===== src/hw/rtl/assert_macros.svh =====
// assertion macros for the checks in the top-level rtl file
`ifndef ASSERT_MACROS_SVH
`define ASSERT_MACROS_SVH

// same-cycle implication, checks off while in reset
`define ASSERT_IMPLY(label, clk, rst, ante, cons, msg) \
  label: assert property (@(posedge clk) disable iff (rst) (ante) |-> (cons)) \
    else $error(msg);

// next-cycle implication, checks off while in reset
`define ASSERT_NEXT(label, clk, rst, ante, cons, msg) \
  label: assert property (@(posedge clk) disable iff (rst) (ante) |=> (cons)) \
    else $error(msg);

`endif


===== src/hw/rtl/bcharge_pkg.sv =====
// shared widths, types, register codes and charge curve for the battery adc converter
package bcharge_pkg;

  // field widths
  localparam int SAMPLE_W   = 16;
  localparam int MV_W       = 16;
  localparam int PCT_W      = 7;
  localparam int REF_W      = 13;
  localparam int KOHM_W     = 10;
  localparam int CFG_IDX_W  = 2;
  localparam int CFG_DATA_W = 16;

  // scaling datapath widths
  localparam int PA_W  = SAMPLE_W + REF_W;   // code * reference
  localparam int SUM_W = KOHM_W + 1;         // high + low divider
  localparam int NUM_W = PA_W + SUM_W;       // full numerator
  localparam int DEN_W = SAMPLE_W + KOHM_W;  // full scale * low divider
  localparam int DVD_W = NUM_W + 1;          // numerator plus rounding term
  localparam int REM_W = DEN_W + MV_W;       // remainder, holds den << MV_W

  // register codes
  typedef enum logic [CFG_IDX_W-1:0] {
    REG_FULL_SCALE,
    REG_REFERENCE_MV,
    REG_DIVIDER_HIGH,
    REG_DIVIDER_LOW
  } cfg_reg_t;

  // register reset values
  localparam logic [SAMPLE_W-1:0] FULL_SCALE_RST   = SAMPLE_W'(4095);
  localparam logic [REF_W-1:0]    REFERENCE_MV_RST = REF_W'(3300);
  localparam logic [KOHM_W-1:0]   DIVIDER_HIGH_RST = KOHM_W'(100);
  localparam logic [KOHM_W-1:0]   DIVIDER_LOW_RST  = KOHM_W'(22);

  typedef struct packed {
    logic [SAMPLE_W-1:0] full_scale;
    logic [REF_W-1:0]    reference_mv;
    logic [KOHM_W-1:0]   divider_high;
    logic [KOHM_W-1:0]   divider_low;
  } cfg_t;

  typedef struct packed {
    logic [MV_W-1:0]  mv;
    logic [PCT_W-1:0] pct;
  } result_t;

  // charge curve breakpoints
  localparam int unsigned CURVE_MV0 = 10500;
  localparam int unsigned CURVE_MV1 = 11100;
  localparam int unsigned CURVE_MV2 = 11550;
  localparam int unsigned CURVE_MV3 = 12000;
  localparam int unsigned CURVE_MV4 = 12600;
  localparam int unsigned CURVE_PCT0 = 0;
  localparam int unsigned CURVE_PCT1 = 15;
  localparam int unsigned CURVE_PCT2 = 50;
  localparam int unsigned CURVE_PCT3 = 80;
  localparam int unsigned CURVE_PCT4 = 100;

  localparam int SEG_N = 4;
  localparam int SEG_W = 2;
  localparam int OFF_W = 10;       // offset within a segment, span at most 600
  localparam int X_W   = 15;       // off * rise + span / 2
  localparam int Q_W   = 6;        // per-segment quotient, at most the rise
  localparam int RCP_W = 16;
  localparam int RECIP_SH = 24;
  localparam int PRD_W = X_W + RCP_W;

  localparam logic [MV_W-1:0]  MV_FLOOR   = MV_W'(CURVE_MV0);
  localparam logic [MV_W-1:0]  MV_CEIL    = MV_W'(CURVE_MV4);
  localparam logic [PCT_W-1:0] PCT_EMPTY  = PCT_W'(CURVE_PCT0);
  localparam logic [PCT_W-1:0] PCT_FULL   = PCT_W'(CURVE_PCT4);

  localparam logic [MV_W-1:0] SEG_LO_MV [SEG_N] = '{
    MV_W'(CURVE_MV0), MV_W'(CURVE_MV1), MV_W'(CURVE_MV2), MV_W'(CURVE_MV3)
  };
  localparam logic [MV_W-1:0] SEG_HI_MV [SEG_N] = '{
    MV_W'(CURVE_MV1), MV_W'(CURVE_MV2), MV_W'(CURVE_MV3), MV_W'(CURVE_MV4)
  };
  localparam logic [PCT_W-1:0] SEG_LO_PCT [SEG_N] = '{
    PCT_W'(CURVE_PCT0), PCT_W'(CURVE_PCT1), PCT_W'(CURVE_PCT2), PCT_W'(CURVE_PCT3)
  };
  localparam logic [PCT_W-1:0] SEG_RISE [SEG_N] = '{
    PCT_W'(CURVE_PCT1 - CURVE_PCT0), PCT_W'(CURVE_PCT2 - CURVE_PCT1),
    PCT_W'(CURVE_PCT3 - CURVE_PCT2), PCT_W'(CURVE_PCT4 - CURVE_PCT3)
  };
  localparam logic [OFF_W-1:0] SEG_SPAN [SEG_N] = '{
    OFF_W'(CURVE_MV1 - CURVE_MV0), OFF_W'(CURVE_MV2 - CURVE_MV1),
    OFF_W'(CURVE_MV3 - CURVE_MV2), OFF_W'(CURVE_MV4 - CURVE_MV3)
  };
  // floor(2^RECIP_SH / span), quotient estimate is exact or one low
  localparam logic [RCP_W-1:0] SEG_RECIP [SEG_N] = '{
    RCP_W'((2 ** RECIP_SH) / (CURVE_MV1 - CURVE_MV0)),
    RCP_W'((2 ** RECIP_SH) / (CURVE_MV2 - CURVE_MV1)),
    RCP_W'((2 ** RECIP_SH) / (CURVE_MV3 - CURVE_MV2)),
    RCP_W'((2 ** RECIP_SH) / (CURVE_MV4 - CURVE_MV3))
  };

endpackage


===== src/hw/rtl/bcharge_scale.sv =====
// adc code to millivolts: clamp, multiply, rounded restoring division, saturation
module bcharge_scale (
  input  logic                          clk,
  input  logic                          rst,
  input  logic                          en,
  input  logic                          in_v,
  input  logic [bcharge_pkg::SAMPLE_W-1:0] code,
  input  bcharge_pkg::cfg_t             cfg,
  output logic                          out_v,
  output logic [bcharge_pkg::MV_W-1:0]  mv
);
  import bcharge_pkg::*;

  // front stages: clamp/multiply, multiply, round, overflow check
  localparam int NS = 4 + MV_W;

  logic [NS-1:0] v;

  logic [SAMPLE_W-1:0] code_c;
  logic [PA_W-1:0]     prod_a;
  logic [SUM_W-1:0]    rsum;
  logic [DEN_W-1:0]    den0;
  logic [NUM_W-1:0]    num;
  logic [DEN_W-1:0]    den1;
  logic [DVD_W-1:0]    dvd;
  logic [DEN_W-1:0]    den2;

  // division stage registers, index 0 is the overflow check stage
  logic [REM_W-1:0] rem_q [0:MV_W-1];
  logic [DEN_W-1:0] dd    [0:MV_W-1];
  logic [MV_W-1:0]  quo   [0:MV_W];
  logic             ovf_q [0:MV_W];

  // valid bits move with the data
  always_ff @(posedge clk) begin
    if (rst) begin
      v <= '0;
    end else if (en) begin
      v <= {v[NS-2:0], in_v};
    end
  end

  // clamp to full scale
  assign code_c = (code > cfg.full_scale) ? cfg.full_scale : code;

  // stage 0: code * reference, denominator, resistor sum
  always_ff @(posedge clk) begin
    if (en) begin
      prod_a <= PA_W'(code_c) * PA_W'(cfg.reference_mv);
      den0   <= DEN_W'(cfg.full_scale) * DEN_W'(cfg.divider_low);
      rsum   <= SUM_W'(cfg.divider_high) + SUM_W'(cfg.divider_low);
    end
  end

  // stage 1: full numerator
  always_ff @(posedge clk) begin
    if (en) begin
      num  <= NUM_W'(prod_a) * NUM_W'(rsum);
      den1 <= den0;
    end
  end

  // stage 2: add half the divisor for rounding
  always_ff @(posedge clk) begin
    if (en) begin
      dvd  <= DVD_W'(num) + DVD_W'(den1 >> 1);
      den2 <= den1;
    end
  end

  // stage 3: quotient past 16 bits saturates; zero divisor lands here too
  always_ff @(posedge clk) begin
    if (en) begin
      ovf_q[0] <= REM_W'(dvd) >= {den2, {MV_W{1'b0}}};
      rem_q[0] <= REM_W'(dvd);
      dd[0]    <= den2;
      quo[0]   <= '0;
    end
  end

  // one quotient bit per stage, most significant first
  for (genvar k = 1; k <= MV_W; k++) begin : g_div
    localparam int B = MV_W - k;
    logic [REM_W-1:0] trial;
    logic             ge;
    logic [MV_W-1:0]  quo_next;

    always_comb begin
      trial       = REM_W'(dd[k-1]) << B;
      ge          = rem_q[k-1] >= trial;
      quo_next    = quo[k-1];
      quo_next[B] = ge;
    end

    always_ff @(posedge clk) begin
      if (en) begin
        quo[k]   <= quo_next;
        ovf_q[k] <= ovf_q[k-1];
      end
    end

    if (k < MV_W) begin : g_carry
      always_ff @(posedge clk) begin
        if (en) begin
          rem_q[k] <= ge ? (rem_q[k-1] - trial) : rem_q[k-1];
          dd[k]    <= dd[k-1];
        end
      end
    end
  end

  assign out_v = v[NS-1];
  assign mv    = ovf_q[MV_W] ? {MV_W{1'b1}} : quo[MV_W];

endmodule


===== config.mk =====
export PLATFORM = sky130hd
export DESIGN_NAME = bcharge_scale
export DESIGN_NICKNAME = d
export VERILOG_FILES = /design/src/hw/rtl/assert_macros.svh /design/src/hw/rtl/bcharge_pkg.sv /design/src/hw/rtl/bcharge_scale.sv
export SDC_FILE = /design/constraint.sdc
export NUM_CORES = 2
export LEC_CHECK = 0
export BUFFER_PORTS_ARGS = -buffer_cell sky130_fd_sc_hd__buf_4
export CORE_MARGIN = 10
export CORE_UTILIZATION = 30
export DETAILED_ROUTE_END_ITERATION = 8
export HOLD_SLACK_MARGIN = 0.06
export REMOVE_ABC_BUFFERS = 1
export SLEW_MARGIN = 20
export SYNTH_ARGS = -nofsm -noshare
export SYNTH_HDL_FRONTEND = slang
export SYNTH_SLANG_ARGS = --single-unit
export TNS_END_PERCENT = 1

===== constraint.sdc =====
create_clock -name clk -period 12.4 [get_ports clk]
set_input_delay 1.24 -clock clk [delete_from_list [all_inputs] [get_ports clk]]
set_output_delay 1.24 -clock clk [all_outputs]
set_load 0.005 [all_outputs]

==> results_dict.tcl <==
set metrics [dict create \
    overflow 0 \
    syn-instance-count 8775 \
    clk_path_buf_depth 3 \
    critPathTopFamily "adder cells" \
    ys.flop_type "edfxtp_1" \
    hold_viol_final 0 \
    cts_setup_buffers 0 \
    async_flop_share_pct 0 \
    ant_nets 0 \
    path_buf_inv 7 \
    crit_start "cfg[34]" \
    max_freq_ghz 0.1132 \
    drt_iter0_markers 3124 \
    max_slew_margin_pct 21.92 \
    slowest_delay_ps 560 \
    slew_viol_final 0 \
    die_y_um 586.8 \
    critPathKind "input pin to flip-flop" \
    grt_usage_pct 12.01 \
    grt_pass1_vias 65010 \
    min_path_type "flip-flop to flip-flop" \
    synth-seq-cells 1459 \
    path_max_fanout 13 \
    status "finished clean" \
    layout_min_cycle_time_ps 8832 \
    tns_ps 0 \
    htreeDepth 4 \
    final_common_cell "edfxtp_1" \
    finalSetupViolations 0 \
    min_period_over_period_pct 71.23 \
    wire_per_inst_um 15.86 \
    clock_skew_ps 62.98 \
    synth-edff-count 1439 \
    drt_wl_total_um 210300 \
    grt_first_pass_wirelength_um 342400 \
    cts_buffers 165 \
    fillers 31960 \
    antenna_cells 0 \
    syn_to_final_growth_pct 11.52 \
    drv_cap 0 \
    cts_resized 0 \
    fp.dieW_um 586.8 \
    place_congestion 0.8718 \
    synth_cell_types 98 \
    cpMaxStageDelayCell "a32oi_1" \
    initial_utilization_pct 30.08 \
    cp-start-kind "input pin" \
    syn_area_mm2 0.09637 \
    grt_max_degree 204 \
    ys_warn_count 0 \
    drt_pass1_iterations 6 \
    dpl.hpwl_um 162200 \
    route.detailed.drc 0 \
    coreArea_mm2 0.3204 \
    rsz0062_at_grt "no" \
    port-buffer-count 85 \
    syn_avg_cell_area_um2 10.98 \
    critPathRequiredTime_ps 12880 \
    clk_pin_slew_ps 60 \
    cts_tree "yes" \
    antenna_found_initial 1 \
    viasPerCell 4.688 \
    worstSkewPairLatency_ps 840 \
    fp.dieArea_mm2 0.3443 \
    root_buffer "clkbuf_16" \
    final_cell_mix "edfxtp_1, inv_1, nand2_1, ha_1, a21oi_1" \
    arrival_ps 9320 \
    nets 10120 \
    ioPinCount 86 \
    min-delay-start "quo[0][92]" \
    rows 208 \
    endpoint_kind "flip-flop" \
    yosysSeqAreaShare_pct 45.25 \
    drive_gt1_share_pct 6.288 \
    hold_buffers 0 \
    numClockSinks 1459 \
    rr_startpoint "rsum[5]" \
    via_count 62160 \
    worst_slew_pin_slew_ps 1171 \
]
[sequential cells by signal, summed over array words and instances (netlist names)]
name,flops
rem_q,671
den0,26
prod_a,29
quo,136
dvd,41
dd,416
den2,26
den1,26
num,40
ovf_q,17
v,20
rsum,11
[cell families after synthesis]
kind of cell	synth area share [%]
fa+ha+maj	20.02
flops	45.25
buf+inv	5.270
mux	1.506
compound gates	10.99
simple gates	12.05
xor+xnor	4.915
[routing by layer]
layer	global-route usage, %	vias up	routed length, um
met5	0	-	20
met4	5.312	2	10230
met3	1.778	451	7492
met2	22.67	1170	109800
met1	13.25	29860	82670
li1	-	30680	-
[area by class of cell]
class,instances,area [um2],area share [%]
clock buffers,192,4295,3.997
repair buffers,129,1039,0.9663
multi-input cells,5976,47800,44.48
flip-flops and latches,1459,43610,40.58
inverters,1089,4088,3.803
well taps,4305,5386,5.012
clock inverters,109,1250,1.163
[synthesized netlist by cell type, drive strengths merged (28+ instances only)]
library cell,count,area share (%)
edfxtp,1439,45
inv,1089,4.2
nand2,899,3.5
ha,705,9.2
a21oi,532,2.8
fa,523,11
nor2,450,1.8
o21ai,425,2.2
xnor2,298,2.7
and2,292,1.9
xor2,242,2.2
a21o,227,1.8
clkbuf,223,0.87
nor3,99,0.51
mux2,96,1.1
nand3,92,0.48
nand2b,90,0.58
o21a,90,0.70
nand4,89,0.58
nor4,82,0.53
nor2b,76,0.49
o21bai,53,0.41
o31ai,46,0.37
a211oi,43,0.35
or3,40,0.28
a31oi,39,0.27
mux2i,37,0.38
or2,36,0.23
and3,33,0.21
buf,28,0.16
[per-stage QoR]
step | hold WS (ps) | setup WS [ps] | area (um2) | util, % | std cells
6_report | 378.5 | 3568 | 107500 | 33.55 | 13260
4_1_cts | 386.6 | 3593 | 107500 | 33.55 | 13260
3_5_place_dp | 404.5 | 2822 | 101900 | 31.82 | 12960
2_1_floorplan | 400.3 | 3625 | 95380 | - | 8524
5_1_grt | 398.4 | 2990 | 107500 | 33.55 | 13260
3_3_place_gp | 400.6 | 2802 | 101900 | 31.81 | 12960
[worst paths after layout]
check | to | slack [ps] | cells after the start
setup / recovery | prod_a[28] | 3570 | 33
hold / removal | quo[0][108] | 380 | 0
setup reg to reg | num[38] | 4980 | 20
hold reg to reg | quo[0][108] | 380 | 0
Power is not shown: default switching activity piles up to over one toggle a cycle in this logic, so the estimate is an artifact.
