### src/hw/rtl/assert_macros.svh
// assertion macros for the checks in the top-level rtl file
`ifndef ASSERT_MACROS_SVH
`define ASSERT_MACROS_SVH

// same-cycle implication, checks off while in reset
`define ASSERT_IMPLY(label, clk, rst, ante, cons, msg) \
  label: assert property (@(posedge clk) disable iff (rst) (ante) |-> (cons)) \
    else $error(msg);

// next-cycle implication, checks off while in reset
`define ASSERT_NEXT(label, clk, rst, ante, cons, msg) \
  label: assert property (@(posedge clk) disable iff (rst) (ante) |=> (cons)) \
    else $error(msg);

`endif

### src/hw/rtl/bcharge_pkg.sv
// shared widths, types, register codes and charge curve for the battery adc converter
package bcharge_pkg;

  // field widths
  localparam int SAMPLE_W   = 16;
  localparam int MV_W       = 16;
  localparam int PCT_W      = 7;
  localparam int REF_W      = 13;
  localparam int KOHM_W     = 10;
  localparam int CFG_IDX_W  = 2;
  localparam int CFG_DATA_W = 16;

  // scaling datapath widths
  localparam int PA_W  = SAMPLE_W + REF_W;   // code * reference
  localparam int SUM_W = KOHM_W + 1;         // high + low divider
  localparam int NUM_W = PA_W + SUM_W;       // full numerator
  localparam int DEN_W = SAMPLE_W + KOHM_W;  // full scale * low divider
  localparam int DVD_W = NUM_W + 1;          // numerator plus rounding term
  localparam int REM_W = DEN_W + MV_W;       // remainder, holds den << MV_W

  // register codes
  typedef enum logic [CFG_IDX_W-1:0] {
    REG_FULL_SCALE,
    REG_REFERENCE_MV,
    REG_DIVIDER_HIGH,
    REG_DIVIDER_LOW
  } cfg_reg_t;

  // register reset values
  localparam logic [SAMPLE_W-1:0] FULL_SCALE_RST   = SAMPLE_W'(4095);
  localparam logic [REF_W-1:0]    REFERENCE_MV_RST = REF_W'(3300);
  localparam logic [KOHM_W-1:0]   DIVIDER_HIGH_RST = KOHM_W'(100);
  localparam logic [KOHM_W-1:0]   DIVIDER_LOW_RST  = KOHM_W'(22);

  typedef struct packed {
    logic [SAMPLE_W-1:0] full_scale;
    logic [REF_W-1:0]    reference_mv;
    logic [KOHM_W-1:0]   divider_high;
    logic [KOHM_W-1:0]   divider_low;
  } cfg_t;

  typedef struct packed {
    logic [MV_W-1:0]  mv;
    logic [PCT_W-1:0] pct;
  } result_t;

  // charge curve breakpoints
  localparam int unsigned CURVE_MV0 = 10500;
  localparam int unsigned CURVE_MV1 = 11100;
  localparam int unsigned CURVE_MV2 = 11550;
  localparam int unsigned CURVE_MV3 = 12000;
  localparam int unsigned CURVE_MV4 = 12600;
  localparam int unsigned CURVE_PCT0 = 0;
  localparam int unsigned CURVE_PCT1 = 15;
  localparam int unsigned CURVE_PCT2 = 50;
  localparam int unsigned CURVE_PCT3 = 80;
  localparam int unsigned CURVE_PCT4 = 100;

  localparam int SEG_N = 4;
  localparam int SEG_W = 2;
  localparam int OFF_W = 10;       // offset within a segment, span at most 600
  localparam int X_W   = 15;       // off * rise + span / 2
  localparam int Q_W   = 6;        // per-segment quotient, at most the rise
  localparam int RCP_W = 16;
  localparam int RECIP_SH = 24;
  localparam int PRD_W = X_W + RCP_W;

  localparam logic [MV_W-1:0]  MV_FLOOR   = MV_W'(CURVE_MV0);
  localparam logic [MV_W-1:0]  MV_CEIL    = MV_W'(CURVE_MV4);
  localparam logic [PCT_W-1:0] PCT_EMPTY  = PCT_W'(CURVE_PCT0);
  localparam logic [PCT_W-1:0] PCT_FULL   = PCT_W'(CURVE_PCT4);

  localparam logic [MV_W-1:0] SEG_LO_MV [SEG_N] = '{
    MV_W'(CURVE_MV0), MV_W'(CURVE_MV1), MV_W'(CURVE_MV2), MV_W'(CURVE_MV3)
  };
  localparam logic [MV_W-1:0] SEG_HI_MV [SEG_N] = '{
    MV_W'(CURVE_MV1), MV_W'(CURVE_MV2), MV_W'(CURVE_MV3), MV_W'(CURVE_MV4)
  };
  localparam logic [PCT_W-1:0] SEG_LO_PCT [SEG_N] = '{
    PCT_W'(CURVE_PCT0), PCT_W'(CURVE_PCT1), PCT_W'(CURVE_PCT2), PCT_W'(CURVE_PCT3)
  };
  localparam logic [PCT_W-1:0] SEG_RISE [SEG_N] = '{
    PCT_W'(CURVE_PCT1 - CURVE_PCT0), PCT_W'(CURVE_PCT2 - CURVE_PCT1),
    PCT_W'(CURVE_PCT3 - CURVE_PCT2), PCT_W'(CURVE_PCT4 - CURVE_PCT3)
  };
  localparam logic [OFF_W-1:0] SEG_SPAN [SEG_N] = '{
    OFF_W'(CURVE_MV1 - CURVE_MV0), OFF_W'(CURVE_MV2 - CURVE_MV1),
    OFF_W'(CURVE_MV3 - CURVE_MV2), OFF_W'(CURVE_MV4 - CURVE_MV3)
  };
  // floor(2^RECIP_SH / span), quotient estimate is exact or one low
  localparam logic [RCP_W-1:0] SEG_RECIP [SEG_N] = '{
    RCP_W'((2 ** RECIP_SH) / (CURVE_MV1 - CURVE_MV0)),
    RCP_W'((2 ** RECIP_SH) / (CURVE_MV2 - CURVE_MV1)),
    RCP_W'((2 ** RECIP_SH) / (CURVE_MV3 - CURVE_MV2)),
    RCP_W'((2 ** RECIP_SH) / (CURVE_MV4 - CURVE_MV3))
  };

endpackage

### src/hw/rtl/bcharge_interp.sv
// millivolts to charge percent by rounded interpolation over the battery curve
module bcharge_interp (
  input  logic                          clk,
  input  logic                          rst,
  input  logic                          en,
  input  logic                          in_v,
  input  logic [bcharge_pkg::MV_W-1:0]  mv,
  output logic                          out_v,
  output logic [bcharge_pkg::MV_W-1:0]  mv_out,
  output logic [bcharge_pkg::PCT_W-1:0] pct
);
  import bcharge_pkg::*;

  localparam int NS = 5;

  typedef struct packed {
    logic [MV_W-1:0]  mv;
    logic [SEG_W-1:0] seg;
    logic             lo;
    logic             hi;
  } carry_t;

  logic [NS-1:0] v;

  logic [SEG_W-1:0] seg_sel;
  carry_t           c0, c1, c2, c3;
  logic [OFF_W-1:0] off0;
  logic [X_W-1:0]   x1, x2, x3;
  logic [Q_W-1:0]   q2, q3;
  logic [X_W-1:0]   p3;
  logic [X_W-1:0]   rem4;
  logic             fix4;

  // valid bits move with the data
  always_ff @(posedge clk) begin
    if (rst) begin
      v <= '0;
    end else if (en) begin
      v <= {v[NS-2:0], in_v};
    end
  end

  // segment search: first breakpoint at or above the input
  always_comb begin
    priority if (mv <= SEG_HI_MV[0]) begin
      seg_sel = SEG_W'(0);
    end else if (mv <= SEG_HI_MV[1]) begin
      seg_sel = SEG_W'(1);
    end else if (mv <= SEG_HI_MV[2]) begin
      seg_sel = SEG_W'(2);
    end else begin
      seg_sel = SEG_W'(3);
    end
  end

  // stage 0: segment, offset into it, clamp flags
  always_ff @(posedge clk) begin
    if (en) begin
      c0.mv  <= mv;
      c0.seg <= seg_sel;
      c0.lo  <= mv <= MV_FLOOR;
      c0.hi  <= mv >= MV_CEIL;
      off0   <= OFF_W'(mv - SEG_LO_MV[seg_sel]);
    end
  end

  // stage 1: off * rise plus half span
  always_ff @(posedge clk) begin
    if (en) begin
      c1 <= c0;
      x1 <= X_W'(off0) * X_W'(SEG_RISE[c0.seg]) + X_W'(SEG_SPAN[c0.seg] >> 1);
    end
  end

  // stage 2: quotient estimate by reciprocal
  always_ff @(posedge clk) begin
    if (en) begin
      c2 <= c1;
      x2 <= x1;
      q2 <= Q_W'((PRD_W'(x1) * PRD_W'(SEG_RECIP[c1.seg])) >> RECIP_SH);
    end
  end

  // stage 3: back-multiply the estimate
  always_ff @(posedge clk) begin
    if (en) begin
      c3 <= c2;
      x3 <= x2;
      q3 <= q2;
      p3 <= X_W'(q2) * X_W'(SEG_SPAN[c2.seg]);
    end
  end

  // estimate may be one low
  assign rem4 = x3 - p3;
  assign fix4 = rem4 >= X_W'(SEG_SPAN[c3.seg]);

  // stage 4: corrected percent with clamps at both ends
  always_ff @(posedge clk) begin
    if (en) begin
      mv_out <= c3.mv;
      if (c3.lo) begin
        pct <= PCT_EMPTY;
      end else if (c3.hi) begin
        pct <= PCT_FULL;
      end else begin
        pct <= SEG_LO_PCT[c3.seg] + PCT_W'(q3) + PCT_W'(fix4);
      end
    end
  end

  assign out_v = v[NS-1];

endmodule

### config.mk
export PLATFORM = sky130hd
export DESIGN_NAME = bcharge_interp
export DESIGN_NICKNAME = d
export VERILOG_FILES = /design/src/hw/rtl/assert_macros.svh /design/src/hw/rtl/bcharge_pkg.sv /design/src/hw/rtl/bcharge_interp.sv
export SDC_FILE = /design/constraint.sdc
export NUM_CORES = 1
export LEC_CHECK = 0
export BUFFER_PORTS_ARGS = -buffer_cell sky130_fd_sc_hd__clkbuf_2
export CORE_UTILIZATION = 55
export DETAILED_ROUTE_END_ITERATION = 6
export PLACE_DENSITY = 0.75
export SYNTH_ARGS = -nofsm -noshare
export SYNTH_HDL_FRONTEND = slang
export SYNTH_SLANG_ARGS = --single-unit
### constraint.sdc
create_clock -name clk -period 6 [get_ports clk]
set_clock_uncertainty 0.2 [all_clocks]
set_input_delay 1.2 -clock clk [delete_from_list [all_inputs] [get_ports clk]]
set_output_delay 1.2 -clock clk [all_outputs]
set_load 0.03 [all_outputs]
==> out/qor.yml, run 1 <==
global_routing:
  grt_pass1_wl_microns: 49700
  grt_antenna_before_repair: 0
  grt_pass1_vias: 10525
  grt_usage: 0.223
  grt_overflow_total: 0
  grt_max_degree: 109
cts:
  cts_tree: "done"
  clk_latency_ps: 460
  root_buffer: "clkbuf_16"
  cts_buffer_depth: 2
  ctsHtreeMaxLevel: 4
  cts_buffers: 17
  clock_sinks: 188
  clk_pin_slew_worst_paths_ps: 80
detailed_routing:
  wl_per_cell_microns: 16.1
  drtAntennaViolNets: 0
  drt_iter0_drc: 571
  routed_wl_microns: 30000
  first_pass_iters: 5
  drc: 0
  vias: 9662
  viasPerCell: 5.18
timing:
  drv_slew: 0
  max_freq_mhz: 158
  timing.final.crit_share: 1.06
  setup_ws_ps: -333
  finalSetupViolCount: 6
  period_minus_slack_ps: 6330
  worst_slew_pin_slew_ps: 878
  finalHoldViolations: 0
  maxSlewHeadroom: 0.415
  grt_setup_unrepaired: "true"
synth:
  synthesis.nets: 1746
  synth.distinct_cells: 52
  synth_common_cells: "311 x inv_1, 224 x ha_1, 183 x edfxtp_1, 171 x fa_1"
  syn_inst: 1331
  synth_edf_count: 183
  yosysTopAreaCellShare: 0.350
  synth_top_area_cell: "edfxtp_1"
  synth_area_leaders: "edfxtp_1 35%, fa_1 22%, ha_1 18%"
  synth_ff_type: "edfxtp_1"
  synthArstFlopShare: 0
  syn_area_per_cell_sq_um: 11.8
  yosys.cell_count.top_type: "inv_1"
  ys_ff_latch: 188
  synth_area_sq_mm: 0.0157
  ys_warn_count: 0
  ys_seq_area_frac: 0.356
worst_setup_path:
  crit_path_end: "q2[5]"
  cp-start-kind: "flop"
  arrival_ps: 6330
  worstReg2RegEnd: "q2[5]"
  r2r_slack_ps: -330
  critical_path_peak_fanout: 7
  r2r_cells: 22
  cp-end-kind: "flop"
  r2r-start: "c1[2]"
  crit_start: "c1[2]"
  crit_type: "reg -> reg"
  required_ps: 6000
min_path:
  hp-class: "reg -> reg"
final_layout:
  stdcell_count: 1866
  finish.utilization: 0.642
  final_nets: 1890
  syn2layout_area_growth_pct: 14.2
  design_area_sq_mm: 0.0179
  antenna_cells: 0
  layout-drive-gt1-share: 0.142
place:
  place_worst_setup_slack_ps: -443
  dp.cells: 1824
  place_area_sq_mm: 0.0171
  place.gp.congestion: 0.896
  port_buffers: 43
  dp_hpwl_microns: 24100
outcome:
  violations: "setup timing"
  outcome: "finished with violations"
floorplan:
  start_util: 0.562
  rows: 61
  die_x_microns: 171
  core-area_sq_mm: 0.0279
  die_area_sq_mm: 0.0292
  io_pins: 44
  die_h_microns: 171
job:
  drv_cap: 0
worst min path at each step:
| stage | startpoint | to | cells after the start |
|---|---|---|---|
| global route | c3[9] | mv_out[5] | 0 |
| finish | x2[2] | x3[2] | 0 |
| global placement | x2[14] | x3[14] | 0 |
| floorplan | c0[0] | c1[0] | 0 |
| CTS | x2[8] | x3[8] | 0 |
| detailed placement | c0[10] | c1[10] | 0 |
metrics by stage:
stage | hold slack, ps | TNS (ps)
6_report | 222 | -1320
5_1_grt | 225 | -2370
4_1_cts | 223 | -1280
3_5_place_dp | 205 | -1550
3_3_place_gp | 200 | -858
2_1_floorplan | 200 | 0
per-layer routing:
metal	share of wire	vias to the layer above	track usage
li1	-	4664	-
met1	0.41	4775	0.264
met2	0.54	165	0.416
met3	0.025	58	0.0252
met4	0.026	0	0.0753
met5	0	-	0
layout by cell type, fill, tap and decap left out, drive strengths merged, types with 7 or more instances in the layout:
master and instances:
buf 86, nor2 39, inv 323, a211oi 7, nor2b 39, fa 171
edfxtp 183, nand3 8, nand2 43, a21o 15, and2 43, nor3 18
xnor2 42, clkbuf 61, nand2b 16, a21oi 37, xor2 18, o21ai 29
ha 224
kinds of logic after synthesis:
kind of cell    Yosys count  share of synthesized area
fa+ha+maj               395                      0.396
buf+inv                 316                     0.0755
simple gates            235                     0.0802
flops                   188                      0.356
compound gates          130                     0.0530
xor+xnor                 61                     0.0350
mux                       6                    0.00382
repair_timing:
action                                  in CTS  in global routing
gates resized for setup                     14                 18
endpoints found under the setup margin       6                  6
setup buffers                                7                  3
endpoints found under the hold margin        0                  0
hold buffers                                 0                  0
cloned                                       1                  0
pin swaps                                   27                 28
registers in the layout (all words and copies together), names as in the netlist:
signal and cells:
pct 7, c1 20, c2 20, x3 15, c3 20, p3 14, q3 6, off0 9
mv_out 16, c0 20, q2 6, x1 15, v 5, x2 15
final cells by class:
type                       instances  area (sq um)
fill                            2109          9990
multi-input combinational        827          9120
sequential                       188          5600
inverter                         311          1170
timing repair buffer             130           935
tap                              378           473
clock buffer                      17           425
clock inverter                    15           226
critical path: stages (launching register included):
cell       delay (ps)
edfxtp_1          450
xnor2_2           200
buf_4             160
clkbuf_16         150
and2_4            180
fa_1              550
inv_2              50
fa_1              480
inv_1              60
fa_1              500
fa_2              450
fa_1              480
inv_1              50
fa_1              530
inv_1              50
ha_1              300
o211ai_1          100
nor2_2             70
o31ai_2            80
and4b_2           380
o21ai_4            90
and4_1            160
or3_1             360
Power of run 1 is left out: the tool's default activity adds up to more than one toggle a clock period on the data nets, which glitch-free logic cannot reach.
==> run 2: changes to the inputs <==
--- a/config.mk
+++ b/config.mk
@@ -5,10 +5,12 @@
 export SDC_FILE = /design/constraint.sdc
 export NUM_CORES = 1
 export LEC_CHECK = 0
+export ABC_AREA = 0
 export BUFFER_PORTS_ARGS = -buffer_cell sky130_fd_sc_hd__clkbuf_2
 export CORE_UTILIZATION = 55
 export DETAILED_ROUTE_END_ITERATION = 6
 export PLACE_DENSITY = 0.75
+export SETUP_SLACK_MARGIN = 0.3
 export SYNTH_ARGS = -nofsm -noshare
 export SYNTH_HDL_FRONTEND = slang
 export SYNTH_SLANG_ARGS = --single-unit
==> run 2 against run 1 <==
  * Non-clock buffer count shrank 11
  * Final cell count shrank 0.59%
  * First-iteration DRC count shrank 15%
  * Largest cell class unchanged
  * The run ends with DRC, setup timing left
  * Sequential cell count is the same
  * Register-to-register slack lost 40 ps
==> out/qor.yml, run 2 (synthesis gave the netlist of run 1 again) <==
floorplan:
  start_util: 0.562
  die_x_microns: 171
  die_h_microns: 171
  io_pins: 44
  core-area_sq_mm: 0.0279
  die_area_sq_mm: 0.0292
  rows: 61
final_layout:
  design_area_sq_mm: 0.0179
  final_nets: 1879
  syn2layout_area_growth_pct: 14.2
  seqCellArea_sq_mm: 0.00560
  final_common_cell: "inv_1"
  antenna_cells: 0
  multi_input_area_sq_mm: 0.00917
  nFillCells: 2120
  final_cell_mix: "303 x inv_1, 218 x ha_1, 183 x edfxtp_1"
  layout-drive-gt1-share: 0.139
global_routing:
  grt_max_degree: 121
  grt_overflow_total: 0
  grt_usage: 0.220
  grt_antenna_before_repair: 1
  grt_pass1_wl_microns: 49200
  grt_pass1_vias: 10254
worst_setup_path:
  cp-start-kind: "flop"
  crit_start: "c1[3]"
  r2r_cells: 22
  r2r_slack_ps: -370
  required_ps: 5990
  cp-end-kind: "flop"
  r2r-start: "c1[3]"
  critical_path_peak_fanout: 6
  arrival_ps: 6360
  crit_type: "reg -> reg"
  worstReg2RegEnd: "q2[3]"
detailed_routing:
  wl_met2_microns: 15800
  wl_met3_microns: 1030
  viasPerCell: 5.17
  vias: 9598
  first_pass_iters: 7
  wl_per_cell_microns: 16.0
  drt_iter0_drc: 488
  drc: 2
  drtAntennaViolNets: 0
  met1_length_microns: 12100
  routed_wl_microns: 29600
  maxUsedRoutingLayer: "met4"
timing:
  max_freq_mhz: 157
  period_minus_slack_ps: 6370
  grt_setup_unrepaired: "true"
  finalSetupViolCount: 6
  timing.final.crit_share: 1.06
  drv_slew: 0
  maxSlewHeadroom: 0.445
  finalHoldViolations: 0
  worst_slew_pin_slew_ps: 826
  setup_ws_ps: -371
cts:
  clk_latency_ps: 450
  clock_sinks: 188
  cts_tree: "done"
  cts_buffers: 17
  ctsHtreeMaxLevel: 4
  clk_pin_slew_worst_paths_ps: 90
  root_buffer: "clkbuf_16"
  cts_buffer_depth: 2
  postCtsHoldBufs: 0
min_path:
  min_to: "c3[1]"
  hp-class: "reg -> reg"
  hold_depth: 0
  hp-start: "c2[1]"
job:
  drv_cap: 0
outcome:
  outcome: "finished with violations"
  violations: "DRC, setup timing"
place:
  port_buffers: 43
  place_worst_setup_slack_ps: -352
  dp_hpwl_microns: 23700
  place_area_sq_mm: 0.0171
  place.gp.congestion: 0.913
## run 2: how the worst max path moves through the flow
stage,to,depth (start not counted)
CTS,q2[3],22
global route,q2[3],22
floorplan,q2[3],20
global placement,q2[5],25
finish,q2[3],22
detailed placement,q2[3],22
## run 2: area by class of cell
cell class | count | share of cell area
Multi-Input combinational cell | 827 | 0.512
Sequential cell | 188 | 0.312
Timing Repair Buffer | 119 | 0.0480
Tap cell | 378 | 0.0264
Clock inverter | 15 | 0.0130
Inverter | 311 | 0.0652
Clock buffer | 17 | 0.0237
## run 2: routing by layer
layer | up-vias | global-route usage
met2 | 180 | 0.413
met1 | 4717 | 0.251
met3 | 57 | 0.0377
li1 | 4644 | -
met4 | 0 | 0.0749
met5 | - | 0
## run 2: metrics by stage
step	setup TNS, ps	std cells	util	hold slack [ps]
floorplan	0	1331	-	200
global placement	-546	1819	0.611	201
detailed placement	-1070	1819	0.611	205
CTS	-682	1851	0.638	215
global route	-2360	1855	0.642	224
finish	-1150	1855	0.642	211
## run 2: repair_timing
item	in CTS	in global routing
setup endpoints to repair	6	8
pin swaps	8	21
gates cloned	0	1
buffers inserted	0	3
gates resized for setup	14	15
## run 2: worst max-delay path, cell delays in order (launching register included)
cell	delay, ps
edfxtp_1	440
buf_6	160
xor2_4	200
clkbuf_16	170
and2_4	160
fa_1	550
inv_2	50
fa_1	470
inv_1	40
fa_1	490
fa_1	440
fa_1	520
inv_1	50
fa_1	470
inv_1	60
ha_4	260
nand4_1	120
nor2_2	160
o31ai_2	100
and4b_2	300
o21ai_4	200
a2111oi_4	100
or3b_4	380
Power of run 2 is left out for the same reason.
